[src/rtl/pcrf_pkg.sv]
// Shared types, constants and column encoding for the punched card record framer.
package pcrf_pkg;

   // Card layout.
   localparam int CARD_COLUMNS = 80;
   localparam int GROUPS       = CARD_COLUMNS / 4;
   localparam int GROUP_W      = $clog2(GROUPS + 1);
   localparam int COL_W        = $clog2(CARD_COLUMNS);
   localparam int PREFIX_COLS  = 8;
   localparam int LEN_COL      = 8;
   localparam int ADDR_HI_COL  = 9;
   localparam int ADDR_LO_COL  = 10;
   localparam int HEADER_COLS  = 11;
   localparam int SEQ_COL      = 79;
   localparam int ROWS         = 10;

   // Configuration port.
   localparam int CSR_ADDR_W     = 4;
   localparam int CSR_DATA_W     = 64;
   localparam int CSR_SEL_BIT    = 3;
   localparam int PAYLOAD_BYTES_W = 7;
   localparam logic [PAYLOAD_BYTES_W-1:0] PAYLOAD_BYTES_RESET = 7'd64;

   typedef enum logic {
      REG_CARD_PREFIX   = 1'b0,
      REG_PAYLOAD_BYTES = 1'b1
   } reg_index_type;

   typedef enum logic {
      ST_IDLE,
      ST_EMIT
   } state_type;

   // Commands from the controller to the datapath.
   typedef struct packed {
      logic take_item;
      logic issue;
      logic s1_move;
   } ctrl_cmd_type;

   // Status from the datapath to the controller.
   typedef struct packed {
      logic close;
      logic issue_left;
      logic out_last;
   } dp_status_type;

   // Byte bits 7..4 punch rows 0..3, bits 3..0 punch rows 6..9.
   function automatic logic [ROWS-1:0] encode_col(input logic [7:0] value);
      logic [ROWS-1:0] code;
      code = '0;
      for (int k = 0; k < 4; k++) begin
         code[k]     = value[7-k];
         code[6 + k] = value[3-k];
      end
      return code;
   endfunction

   // Sequence column value for each position of the cycle.
   function automatic logic [7:0] seq_code(input logic [2:0] index);
      logic [7:0] value;
      case (index)
         3'd0: value = 8'h40;
         3'd1: value = 8'h20;
         3'd2: value = 8'h10;
         3'd3: value = 8'h08;
         3'd4: value = 8'h04;
         3'd5: value = 8'h02;
         3'd6: value = 8'h01;
         default: value = 8'h00;
      endcase
      return value;
   endfunction

endpackage

[src/rtl/punched_card_record_framer.sv]
// Top level of the punched card record framer.
//
// The req channel takes one overlay byte per item with its load address and
// first/last flags. While no card is being sent, an item is taken every cycle.
// An item that fills the card, or that carries the last flag, closes the card;
// the block then stops taking items and sends the card on the rsp channel as
// 20 items of four encoded columns each, group 0 first, the final one marked
// by last_of_card. Once the closing item is taken, each group passes the read
// stage and then the output register; with rsp_ready held high one result
// leaves per cycle. The payload RAMs, one per column lane, read one row of four
// columns per cycle and set that pace. When the receiver stalls, the output
// register holds its result and the read stage behind it waits.
// A new item is taken in the cycle after the last result of a card leaves.
// Configuration goes through the APB port: card_prefix at address 0 and
// payload_bytes at address 8. Reset sets the prefix to zero, payload_bytes to
// 64 and starts with an empty card and address zero; it needs no clearing pass.
module punched_card_record_framer
   import pcrf_pkg::*;
#(
   parameter int MAX_PAYLOAD = 68
) (
   input  logic                  clock,
   input  logic                  reset,
   input  logic                  req_valid,
   output logic                  req_ready,
   input  logic [7:0]            req_data_byte,
   input  logic [15:0]           req_load_address,
   input  logic                  req_first_of_overlay,
   input  logic                  req_last_of_overlay,
   output logic                  rsp_valid,
   input  logic                  rsp_ready,
   output logic [GROUP_W-1:0]    rsp_column_group,
   output logic [ROWS-1:0]       rsp_column_a,
   output logic [ROWS-1:0]       rsp_column_b,
   output logic [ROWS-1:0]       rsp_column_c,
   output logic [ROWS-1:0]       rsp_column_d,
   output logic                  rsp_last_of_card,
   input  logic                  psel,
   input  logic                  penable,
   input  logic                  pwrite,
   input  logic [CSR_ADDR_W-1:0] paddr,
   input  logic [CSR_DATA_W-1:0] pwdata,
   output logic [CSR_DATA_W-1:0] prdata,
   output logic                  pready
);

   ctrl_cmd_type  cmd;
   dp_status_type status;

   // Controller.
   pcrf_ctrl u_ctrl (
      .clock     (clock),
      .reset     (reset),
      .req_valid (req_valid),
      .req_ready (req_ready),
      .rsp_valid (rsp_valid),
      .rsp_ready (rsp_ready),
      .cmd       (cmd),
      .status    (status)
   );

   // Datapath.
   pcrf_dp #(
      .MAX_PAYLOAD (MAX_PAYLOAD)
   ) u_dp (
      .clock                (clock),
      .reset                (reset),
      .cmd                  (cmd),
      .status               (status),
      .req_data_byte        (req_data_byte),
      .req_load_address     (req_load_address),
      .req_first_of_overlay (req_first_of_overlay),
      .req_last_of_overlay  (req_last_of_overlay),
      .rsp_column_group     (rsp_column_group),
      .rsp_column_a         (rsp_column_a),
      .rsp_column_b         (rsp_column_b),
      .rsp_column_c         (rsp_column_c),
      .rsp_column_d         (rsp_column_d),
      .rsp_last_of_card     (rsp_last_of_card),
      .psel                 (psel),
      .penable              (penable),
      .pwrite               (pwrite),
      .paddr                (paddr),
      .pwdata               (pwdata),
      .prdata               (prdata)
   );

   // The register file answers at once.
   assign pready = 1'b1;

endmodule

[src/rtl/pcrf_ram.sv]
// Generic single write port RAM with registered read.
module pcrf_ram #(
   parameter int WIDTH = 8,
   parameter int DEPTH = 20
) (
   input  logic                     clock,
   input  logic                     wr_en,
   input  logic [$clog2(DEPTH)-1:0] wr_addr,
   input  logic [WIDTH-1:0]         wr_data,
   input  logic                     rd_en,
   input  logic [$clog2(DEPTH)-1:0] rd_addr,
   output logic [WIDTH-1:0]         rd_data
);

   logic [WIDTH-1:0] mem_ff [DEPTH];
   logic [WIDTH-1:0] rd_data_ff;

   // Write port and registered read port.
   always_ff @(posedge clock) begin
      if (wr_en) begin
         mem_ff[wr_addr] <= wr_data;
      end
      if (rd_en) begin
         rd_data_ff <= mem_ff[rd_addr];
      end
   end

   assign rd_data = rd_data_ff;

endmodule

[src/rtl/pcrf_ctrl.sv]
// Controller: item intake and the result pipeline that sends a card.
module pcrf_ctrl
   import pcrf_pkg::*;
(
   input  logic          clock,
   input  logic          reset,
   input  logic          req_valid,
   output logic          req_ready,
   output logic          rsp_valid,
   input  logic          rsp_ready,
   output ctrl_cmd_type  cmd,
   input  dp_status_type status
);

   state_type state_ff, state_in;
   logic      s1_valid_ff, s1_valid_in;
   logic      out_valid_ff, out_valid_in;
   logic      out_free;

   // Next state: a closing item starts a card, the last result ends it.
   always_comb begin
      state_in = state_ff;
      case (state_ff)
         ST_IDLE: begin
            if (req_valid && status.close) begin
               state_in = ST_EMIT;
            end
         end
         ST_EMIT: begin
            if (out_valid_ff && rsp_ready && status.out_last) begin
               state_in = ST_IDLE;
            end
         end
         default: state_in = ST_IDLE;
      endcase
   end

   // Outputs: intake while idle, one group read per cycle while sending unless the receiver stalls.
   always_comb begin
      out_free      = !out_valid_ff || rsp_ready;
      cmd.take_item = 1'b0;
      cmd.issue     = 1'b0;
      cmd.s1_move   = s1_valid_ff && out_free;
      req_ready     = 1'b0;
      case (state_ff)
         ST_IDLE: begin
            req_ready     = 1'b1;
            cmd.take_item = req_valid;
         end
         ST_EMIT: begin
            cmd.issue = status.issue_left && (!s1_valid_ff || cmd.s1_move);
         end
         default: begin
            req_ready = 1'b0;
         end
      endcase
      s1_valid_in  = cmd.issue ? 1'b1 : (cmd.s1_move ? 1'b0 : s1_valid_ff);
      out_valid_in = cmd.s1_move ? 1'b1 : (rsp_ready ? 1'b0 : out_valid_ff);
   end

   // State and pipeline valid registers.
   always_ff @(posedge clock) begin
      if (reset) begin
         state_ff     <= ST_IDLE;
         s1_valid_ff  <= 1'b0;
         out_valid_ff <= 1'b0;
      end else begin
         state_ff     <= state_in;
         s1_valid_ff  <= s1_valid_in;
         out_valid_ff <= out_valid_in;
      end
   end

   assign rsp_valid = out_valid_ff;

endmodule

[src/rtl/pcrf_dp.sv]
// Datapath: configuration registers, card assembly state, payload RAM and column encoder.
module pcrf_dp
   import pcrf_pkg::*;
#(
   parameter int MAX_PAYLOAD = 68
) (
   input  logic                  clock,
   input  logic                  reset,
   input  ctrl_cmd_type          cmd,
   output dp_status_type         status,
   input  logic [7:0]            req_data_byte,
   input  logic [15:0]           req_load_address,
   input  logic                  req_first_of_overlay,
   input  logic                  req_last_of_overlay,
   output logic [GROUP_W-1:0]    rsp_column_group,
   output logic [ROWS-1:0]       rsp_column_a,
   output logic [ROWS-1:0]       rsp_column_b,
   output logic [ROWS-1:0]       rsp_column_c,
   output logic [ROWS-1:0]       rsp_column_d,
   output logic                  rsp_last_of_card,
   input  logic                  psel,
   input  logic                  penable,
   input  logic                  pwrite,
   input  logic [CSR_ADDR_W-1:0] paddr,
   input  logic [CSR_DATA_W-1:0] pwdata,
   output logic [CSR_DATA_W-1:0] prdata
);

   localparam int HELD_W    = $clog2(MAX_PAYLOAD + 1);
   localparam int RAM_DEPTH = (HEADER_COLS + MAX_PAYLOAD + 3) / 4;
   localparam int ROW_W     = $clog2(RAM_DEPTH);

   // Configuration registers.
   logic [CSR_DATA_W-1:0]      prefix_ff, prefix_in;
   logic [PAYLOAD_BYTES_W-1:0] pbytes_ff, pbytes_in;
   reg_index_type              reg_sel;
   logic                       csr_write;

   // Card assembly state.
   logic [HELD_W-1:0] held_ff, held_in, held_eff, held_new;
   logic [2:0]        seq_ff, seq_in, seq_eff;
   logic [15:0]       run_ff, run_in, run_eff;
   logic [15:0]       card_addr_ff, card_addr_in;
   logic [HELD_W-1:0] len_ff, len_in;
   logic [2:0]        emit_seq_ff, emit_seq_in;
   logic [PAYLOAD_BYTES_W-1:0] limit;
   logic              close;

   // Payload write position.
   logic [COL_W-1:0] wr_col;

   // Result pipeline.
   logic [GROUP_W-1:0] rd_group_ff, rd_group_in;
   logic [GROUP_W-1:0] s1_group_ff, s1_group_in;
   logic [GROUP_W-1:0] out_group_ff, out_group_in;
   logic [ROWS-1:0]    out_col_ff [4];
   logic [ROWS-1:0]    out_col_in [4];
   logic               out_last_ff, out_last_in;
   logic [7:0]         lane_data [4];
   logic [ROWS-1:0]    col_code [4];

   // Register writes and read mux.
   always_comb begin
      reg_sel   = reg_index_type'(paddr[CSR_SEL_BIT]);
      csr_write = psel && penable && pwrite;
      prefix_in = prefix_ff;
      pbytes_in = pbytes_ff;
      prdata    = '0;
      case (reg_sel)
         REG_CARD_PREFIX: begin
            prdata = prefix_ff;
            if (csr_write) begin
               prefix_in = pwdata;
            end
         end
         REG_PAYLOAD_BYTES: begin
            prdata = CSR_DATA_W'(pbytes_ff);
            if (csr_write) begin
               pbytes_in = pwdata[PAYLOAD_BYTES_W-1:0];
            end
         end
         default: prdata = '0;
      endcase
   end

   // Item intake: a first flag restarts the card, the sequence and the address.
   always_comb begin
      held_eff = req_first_of_overlay ? '0 : held_ff;
      seq_eff  = req_first_of_overlay ? '0 : seq_ff;
      run_eff  = req_first_of_overlay ? req_load_address : run_ff;
      held_new = held_eff + HELD_W'(1);

      if (pbytes_ff == '0) begin
         limit = PAYLOAD_BYTES_W'(1);
      end else if (pbytes_ff > PAYLOAD_BYTES_W'(MAX_PAYLOAD)) begin
         limit = PAYLOAD_BYTES_W'(MAX_PAYLOAD);
      end else begin
         limit = pbytes_ff;
      end
      close = req_last_of_overlay || (8'(held_new) >= 8'(limit));

      held_in      = held_ff;
      seq_in       = seq_ff;
      run_in       = run_ff;
      card_addr_in = card_addr_ff;
      len_in       = len_ff;
      emit_seq_in  = emit_seq_ff;
      if (cmd.take_item) begin
         run_in = run_eff + 16'd1;
         if (held_eff == '0) begin
            card_addr_in = run_eff;
         end
         if (close) begin
            held_in     = '0;
            seq_in      = seq_eff + 3'd1;
            len_in      = held_eff;
            emit_seq_in = seq_eff;
         end else begin
            held_in = held_new;
            seq_in  = seq_eff;
         end
      end
      wr_col = COL_W'(held_eff) + COL_W'(HEADER_COLS);
   end

   // Payload store: one RAM per column lane, each row holds four card columns.
   for (genvar i = 0; i < 4; i++) begin : g_lane
      pcrf_ram #(
         .WIDTH (8),
         .DEPTH (RAM_DEPTH)
      ) u_ram (
         .clock   (clock),
         .wr_en   (cmd.take_item && (wr_col[1:0] == 2'(i))),
         .wr_addr (wr_col[ROW_W+1:2]),
         .wr_data (req_data_byte),
         .rd_en   (cmd.issue),
         .rd_addr (rd_group_ff[ROW_W-1:0]),
         .rd_data (lane_data[i])
      );
   end

   // Build the four columns of the group held in the read stage.
   always_comb begin
      for (int j = 0; j < 4; j++) begin
         logic [COL_W-1:0] col;
         logic [7:0]       col_byte;
         col      = {s1_group_ff[COL_W-3:0], 2'(j)};
         col_byte = 8'h00;
         if (col < COL_W'(PREFIX_COLS)) begin
            col_byte = prefix_ff[{~col[2:0], 3'b000} +: 8];
         end else if (col == COL_W'(LEN_COL)) begin
            col_byte = 8'(len_ff);
         end else if (col == COL_W'(ADDR_HI_COL)) begin
            col_byte = card_addr_ff[15:8];
         end else if (col == COL_W'(ADDR_LO_COL)) begin
            col_byte = card_addr_ff[7:0];
         end else if (col == COL_W'(SEQ_COL)) begin
            col_byte = seq_code(emit_seq_ff);
         end else if ((col - COL_W'(HEADER_COLS)) <= COL_W'(len_ff)) begin
            col_byte = lane_data[j];
         end
         col_code[j] = encode_col(col_byte);
      end
   end

   // Group counters and the output register.
   always_comb begin
      rd_group_in = rd_group_ff;
      if (cmd.take_item) begin
         rd_group_in = '0;
      end else if (cmd.issue) begin
         rd_group_in = rd_group_ff + GROUP_W'(1);
      end
      s1_group_in  = cmd.issue ? rd_group_ff : s1_group_ff;
      out_group_in = cmd.s1_move ? s1_group_ff : out_group_ff;
      out_last_in  = cmd.s1_move ? (s1_group_ff == GROUP_W'(GROUPS - 1)) : out_last_ff;
      for (int j = 0; j < 4; j++) begin
         out_col_in[j] = cmd.s1_move ? col_code[j] : out_col_ff[j];
      end
   end

   // Control state with reset.
   always_ff @(posedge clock) begin
      if (reset) begin
         prefix_ff    <= '0;
         pbytes_ff    <= PAYLOAD_BYTES_RESET;
         held_ff      <= '0;
         seq_ff       <= '0;
         run_ff       <= '0;
         card_addr_ff <= '0;
         rd_group_ff  <= GROUP_W'(GROUPS);
      end else begin
         prefix_ff    <= prefix_in;
         pbytes_ff    <= pbytes_in;
         held_ff      <= held_in;
         seq_ff       <= seq_in;
         run_ff       <= run_in;
         card_addr_ff <= card_addr_in;
         rd_group_ff  <= rd_group_in;
      end
   end

   // Card snapshot and result payload.
   always_ff @(posedge clock) begin
      len_ff       <= len_in;
      emit_seq_ff  <= emit_seq_in;
      s1_group_ff  <= s1_group_in;
      out_group_ff <= out_group_in;
      out_last_ff  <= out_last_in;
      for (int j = 0; j < 4; j++) begin
         out_col_ff[j] <= out_col_in[j];
      end
   end

   assign status.close      = close;
   assign status.issue_left = (rd_group_ff != GROUP_W'(GROUPS));
   assign status.out_last   = out_last_ff;

   assign rsp_column_group = out_group_ff;
   assign rsp_column_a     = out_col_ff[0];
   assign rsp_column_b     = out_col_ff[1];
   assign rsp_column_c     = out_col_ff[2];
   assign rsp_column_d     = out_col_ff[3];
   assign rsp_last_of_card = out_last_ff;

endmodule

[config.mk]
export PLATFORM = sky130hd
export DESIGN_NAME = punched_card_record_framer
export DESIGN_NICKNAME = d
export VERILOG_FILES = /design/src/rtl/pcrf_pkg.sv /design/src/rtl/punched_card_record_framer.sv /design/src/rtl/pcrf_ram.sv /design/src/rtl/pcrf_ctrl.sv /design/src/rtl/pcrf_dp.sv
export SDC_FILE = /design/constraint.sdc
export NUM_CORES = 1
export LEC_CHECK = 0
export BUFFER_PORTS_ARGS = -buffer_cell sky130_fd_sc_hd__buf_2
export CELL_PAD_IN_SITES_DETAIL_PLACEMENT = 1
export CELL_PAD_IN_SITES_GLOBAL_PLACEMENT = 1
export CORE_ASPECT_RATIO = 0.7
export CORE_MARGIN = 2
export CORE_UTILIZATION = 56
export CTS_CLUSTER_DIAMETER = 80
export DETAILED_ROUTE_END_ITERATION = 7
export GPL_TIMING_DRIVEN = 1
export PLACE_DENSITY = 0.82
export REMOVE_ABC_BUFFERS = 1
export SETUP_SLACK_MARGIN = 0.5
export SYNTH_ARGS = -nofsm -noshare
export SYNTH_HDL_FRONTEND = slang
export SYNTH_SLANG_ARGS = --single-unit
export TNS_END_PERCENT = 30
[constraint.sdc]
create_clock -name clock -period 9.5 [get_ports clock]
set_input_delay 1.9 -clock clock [delete_from_list [all_inputs] [get_ports clock]]
set_output_delay 1.9 -clock clock [all_outputs]
set_load 0.05 [all_outputs]
==> results.md <==
- Effective utilization at floorplan: 0.566
- Largest net degree at the start of global routing: 112
- Initial DRC count: 2,188
- CTS tree: yes
- Total GRT Usage: 0.293
- Area contributors post-synth: edfxtp_1 (62%), mux4_2 (10%), dfxtp_1 (6.9%), mux2_2 (2.4%), nand2_1 (2.0%)
- Finished Layout Cells: 3,250
- Port buffer count: 201
- Compound-Gate Fraction of Synth Area: 0.0583
- Maxcap violations: 0
- Setup WS post-layout: 4010 ps
- Adder-cell area share of the yosys netlist: 0.0111
- Hold/Removal Path Class: reg2reg
- Reg power frac: 0.543
- Clock slew at reported path FFs: 60 ps
- Post-synth EDFFs: 725
- Clk network pwr share: 0.402
- Synth cell count leaders: edfxtp_1 (725), nand2_1 (183), mux4_2 (160)
- Top Ports: 214
- Sinks on Clock Net: 846
- Max-slew violation count: 0
- Synthesized-area fraction occupied by and/or/nand/nor cells: 0.0694
- Postcts setup bufs: 0
- Net Switching: 1.67 mW
- Main synth FF type: edfxtp_1
- Syn Area/Cell: 16.0 µm²
- Leak: 12.9 nW
- Rows: 76
- Crit path max fanout: 16
- WL/cell: 28.6 µm
- Cell with the most instances after synthesis: edfxtp_1
- Final HPWL from detailed placement: 58.7 mm
- Latest clock arrival within the worst-skew pair: 640 ps
- DR vias/cell: 6.38
- Die X: 302 µm
- Fill count: 5,554
- Mapped cell area: 0.0349 mm²
- Diodes inserted: 0
- Clock buffer depth: 3
- Sw frac: 0.222
- DIE AREA: 0.0644 mm²
- GP Congestion: 0.882
- Drt drc: 0
- Vias in the first global route: 21,600
- Main combinational cell family by area after synthesis: multiplexers
- Critical Path RT: 9720 ps
- Core Util, Final: 0.634
- Synth cell types: 67
- Register area share after synthesis: 0.693
- Grt ovf: 0
- H-tree levels: 3
- Placeable Area: 0.0616 mm²
- Die Height: 213 µm
- Dpl cells: 3,108
- Ys async rst share: 0
- First-pass GRT wire length: 139 mm
- Fmax: 182 MHz
- Seq cells post-synth: 846
- Register area: 0.0242 mm²
- Vias: 20,700
- Worst-Margin Slew: 1410 ps
- Worst hold slack: 473 ps
- Crit path DAT: 5720 ps
- Initial antenna violation count: 2
- Yosys top cell area share: 0.624
- Post_cts resized: 0
- Final WL: 93.1 mm
- Crit start category: input port
- TritonCTS Buffers: 78
- Placement Setup Slack: 3520 ps
- Outcome: complete, no violations
- Final nets: 2,507
- WS Path Type: in2reg
- Area delta synth->final: 11.9%
- Drt first pass iters: 6
- Gate power share: 0.055
- Post-Route Setup TNS: 0 ps
- Area leader, netlist: edfxtp_1
- Final hold vios: 0
- Routed Antenna Nets: 0
- Multi-input gate area: 0.00989 mm²
- Synth Instances: 2,181
- Xor/xnor cell area share of the yosys netlist: 0.00477
- RSZ-0062 raised after global routing: false
- Layout cell share with drive strength beyond 1: 0.253
- Hold-fix buffers, CTS: 0
- Cell internal pwr: 5.87 mW
- Power Density: 193 mW/mm²
- Multiplexer share of the synthesized area: 0.138
- Finish-stage setup viols: 0
- Crit end category: flip-flop
- Final Cycle Share: 0.578
- Max transition margin: 0.0544
- Peak VDD IR: 182 µV
- Tmin final: 5490 ps
- Root Buffer: clkbuf_16
- Synth Warn #: 0
- Clock Skews: 28.0 ps
## cell usage in the layout, fill, tap and decap left out, types with 5 or more instances in the layout
cell type,count
clkinv_2,11
o211ai_2,8
o211ai_1,5
clkbuf_16,80
clkinv_1,16
mux2_2,74
ha_1,31
mux2i_1,37
xor2_1,11
nand3_1,27
a21oi_1,133
o21ai_0,24
a22o_1,11
nor3_1,41
clkbuf_1,19
o22ai_1,41
nor2b_1,79
dfxtp_1,118
nand4_1,11
xnor2_1,8
nand3b_1,10
inv_1,56
nor2_1,112
mux4_2,160
a31oi_1,7
conb_1,9
edfxtp_1,725
buf_2,203
and3_1,5
nor3b_1,9
a21o_1,7
a211oi_1,25
nand2_1,183
buf_4,40
a221o_1,23
## flip-flops by register name, summed over array words and instances, names as in the netlist
register,flops
u_dp.g_lane.u_ram.mem_ff,640
u_dp.prefix_ff,64
u_dp.g_lane.u_ram.rd_data,32
u_dp.out_col_ff,32
u_dp.card_addr_ff,16
u_dp.run_ff,16
u_dp.held_ff,7
u_dp.len_ff,7
u_dp.pbytes_ff,7
u_dp.rd_group_ff,5
u_dp.rsp_column_group,5
u_dp.s1_group_ff,5
u_dp.emit_seq_ff,3
u_dp.seq_ff,3
u_ctrl.rsp_valid,1
u_ctrl.s1_valid_ff,1
u_ctrl.state_ff,1
u_dp.rsp_last_of_card,1
## through the flow
| stage | instance area [µm²] | power (mW) |
|---|---|---|
| 2_1_floorplan | 34300 | 4.41 |
| 3_3_place_gp | 36600 | 4.56 |
| 3_5_place_dp | 36600 | 4.59 |
| 4_1_cts | 39000 | 7.57 |
| 5_1_grt | 39100 | 7.73 |
| 6_report | 39100 | 7.55 |
## cells by family after synthesis
kind of cell	count (synthesis)
flip-flops	846
AND/OR/NAND/NOR	509
AO/OA/AOI/OAI	309
multiplexers	271
buffers and inverters	194
adder cells (fa/ha/maj)	31
XOR/XNOR	19
other	2
## power by group through the flow
| stage | combinational (mW) | clock, mW | sequential, mW |
|---|---|---|---|
| detailed placement | 0.410 | 0 | 4.18 |
| finish | 0.417 | 3.03 | 4.10 |
| global placement | 0.388 | 0 | 4.18 |
| global route | 0.444 | 3.18 | 4.10 |
| floorplan | 0.210 | 0 | 4.20 |
| CTS | 0.415 | 3.06 | 4.10 |
## worst max-delay path: stages
cell and delay, ps:
buf_2 110, clkinv_1 340, nand2_1 360, ha_1 420
nor2b_1 160, or3_1 350, nand3_1 350, o211ai_2 460
nor3_1 1250
## per-layer routing
metal,GRT usage,routed length (µm),vias up
li1,-,-,8829
met1,0.416,38300,10900
met2,0.483,47000,860
met3,0.0416,5690,152
met4,0.0761,2070,2
met5,0,13,-
## path summary, 6_finish.rpt
check / from / endpoint / slack [ps] / cells past startpoint
worst max-delay path: req_first_of_overlay / u_dp.g_lane[3].u_ram.mem_ff[17][5]$_DFFE_PP_ / 4010 / 9
worst min-delay path: u_dp.run_ff[0]$_SDFFE_PP0P_ / u_dp.run_ff[0]$_SDFFE_PP0P_ / 470 / 2
worst max register to register: u_dp.held_ff[0]$_SDFFE_PP0P_ / u_dp.g_lane[3].u_ram.mem_ff[17][5]$_DFFE_PP_ / 5520 / 7
worst min register to register: u_dp.run_ff[0]$_SDFFE_PP0P_ / u_dp.run_ff[0]$_SDFFE_PP0P_ / 470 / 2
## final cells by class
cell class / count / share of cell area
sequential: 846 / 0.620
clock inverter: 35 / 0.00724
inverter: 57 / 0.00548
tap: 819 / 0.0262
timing repair buffer: 244 / 0.0342
clock buffer: 101 / 0.0538
multi-input combinational: 1148 / 0.253
No activity file was read; power rests on OpenSTA's default activity.
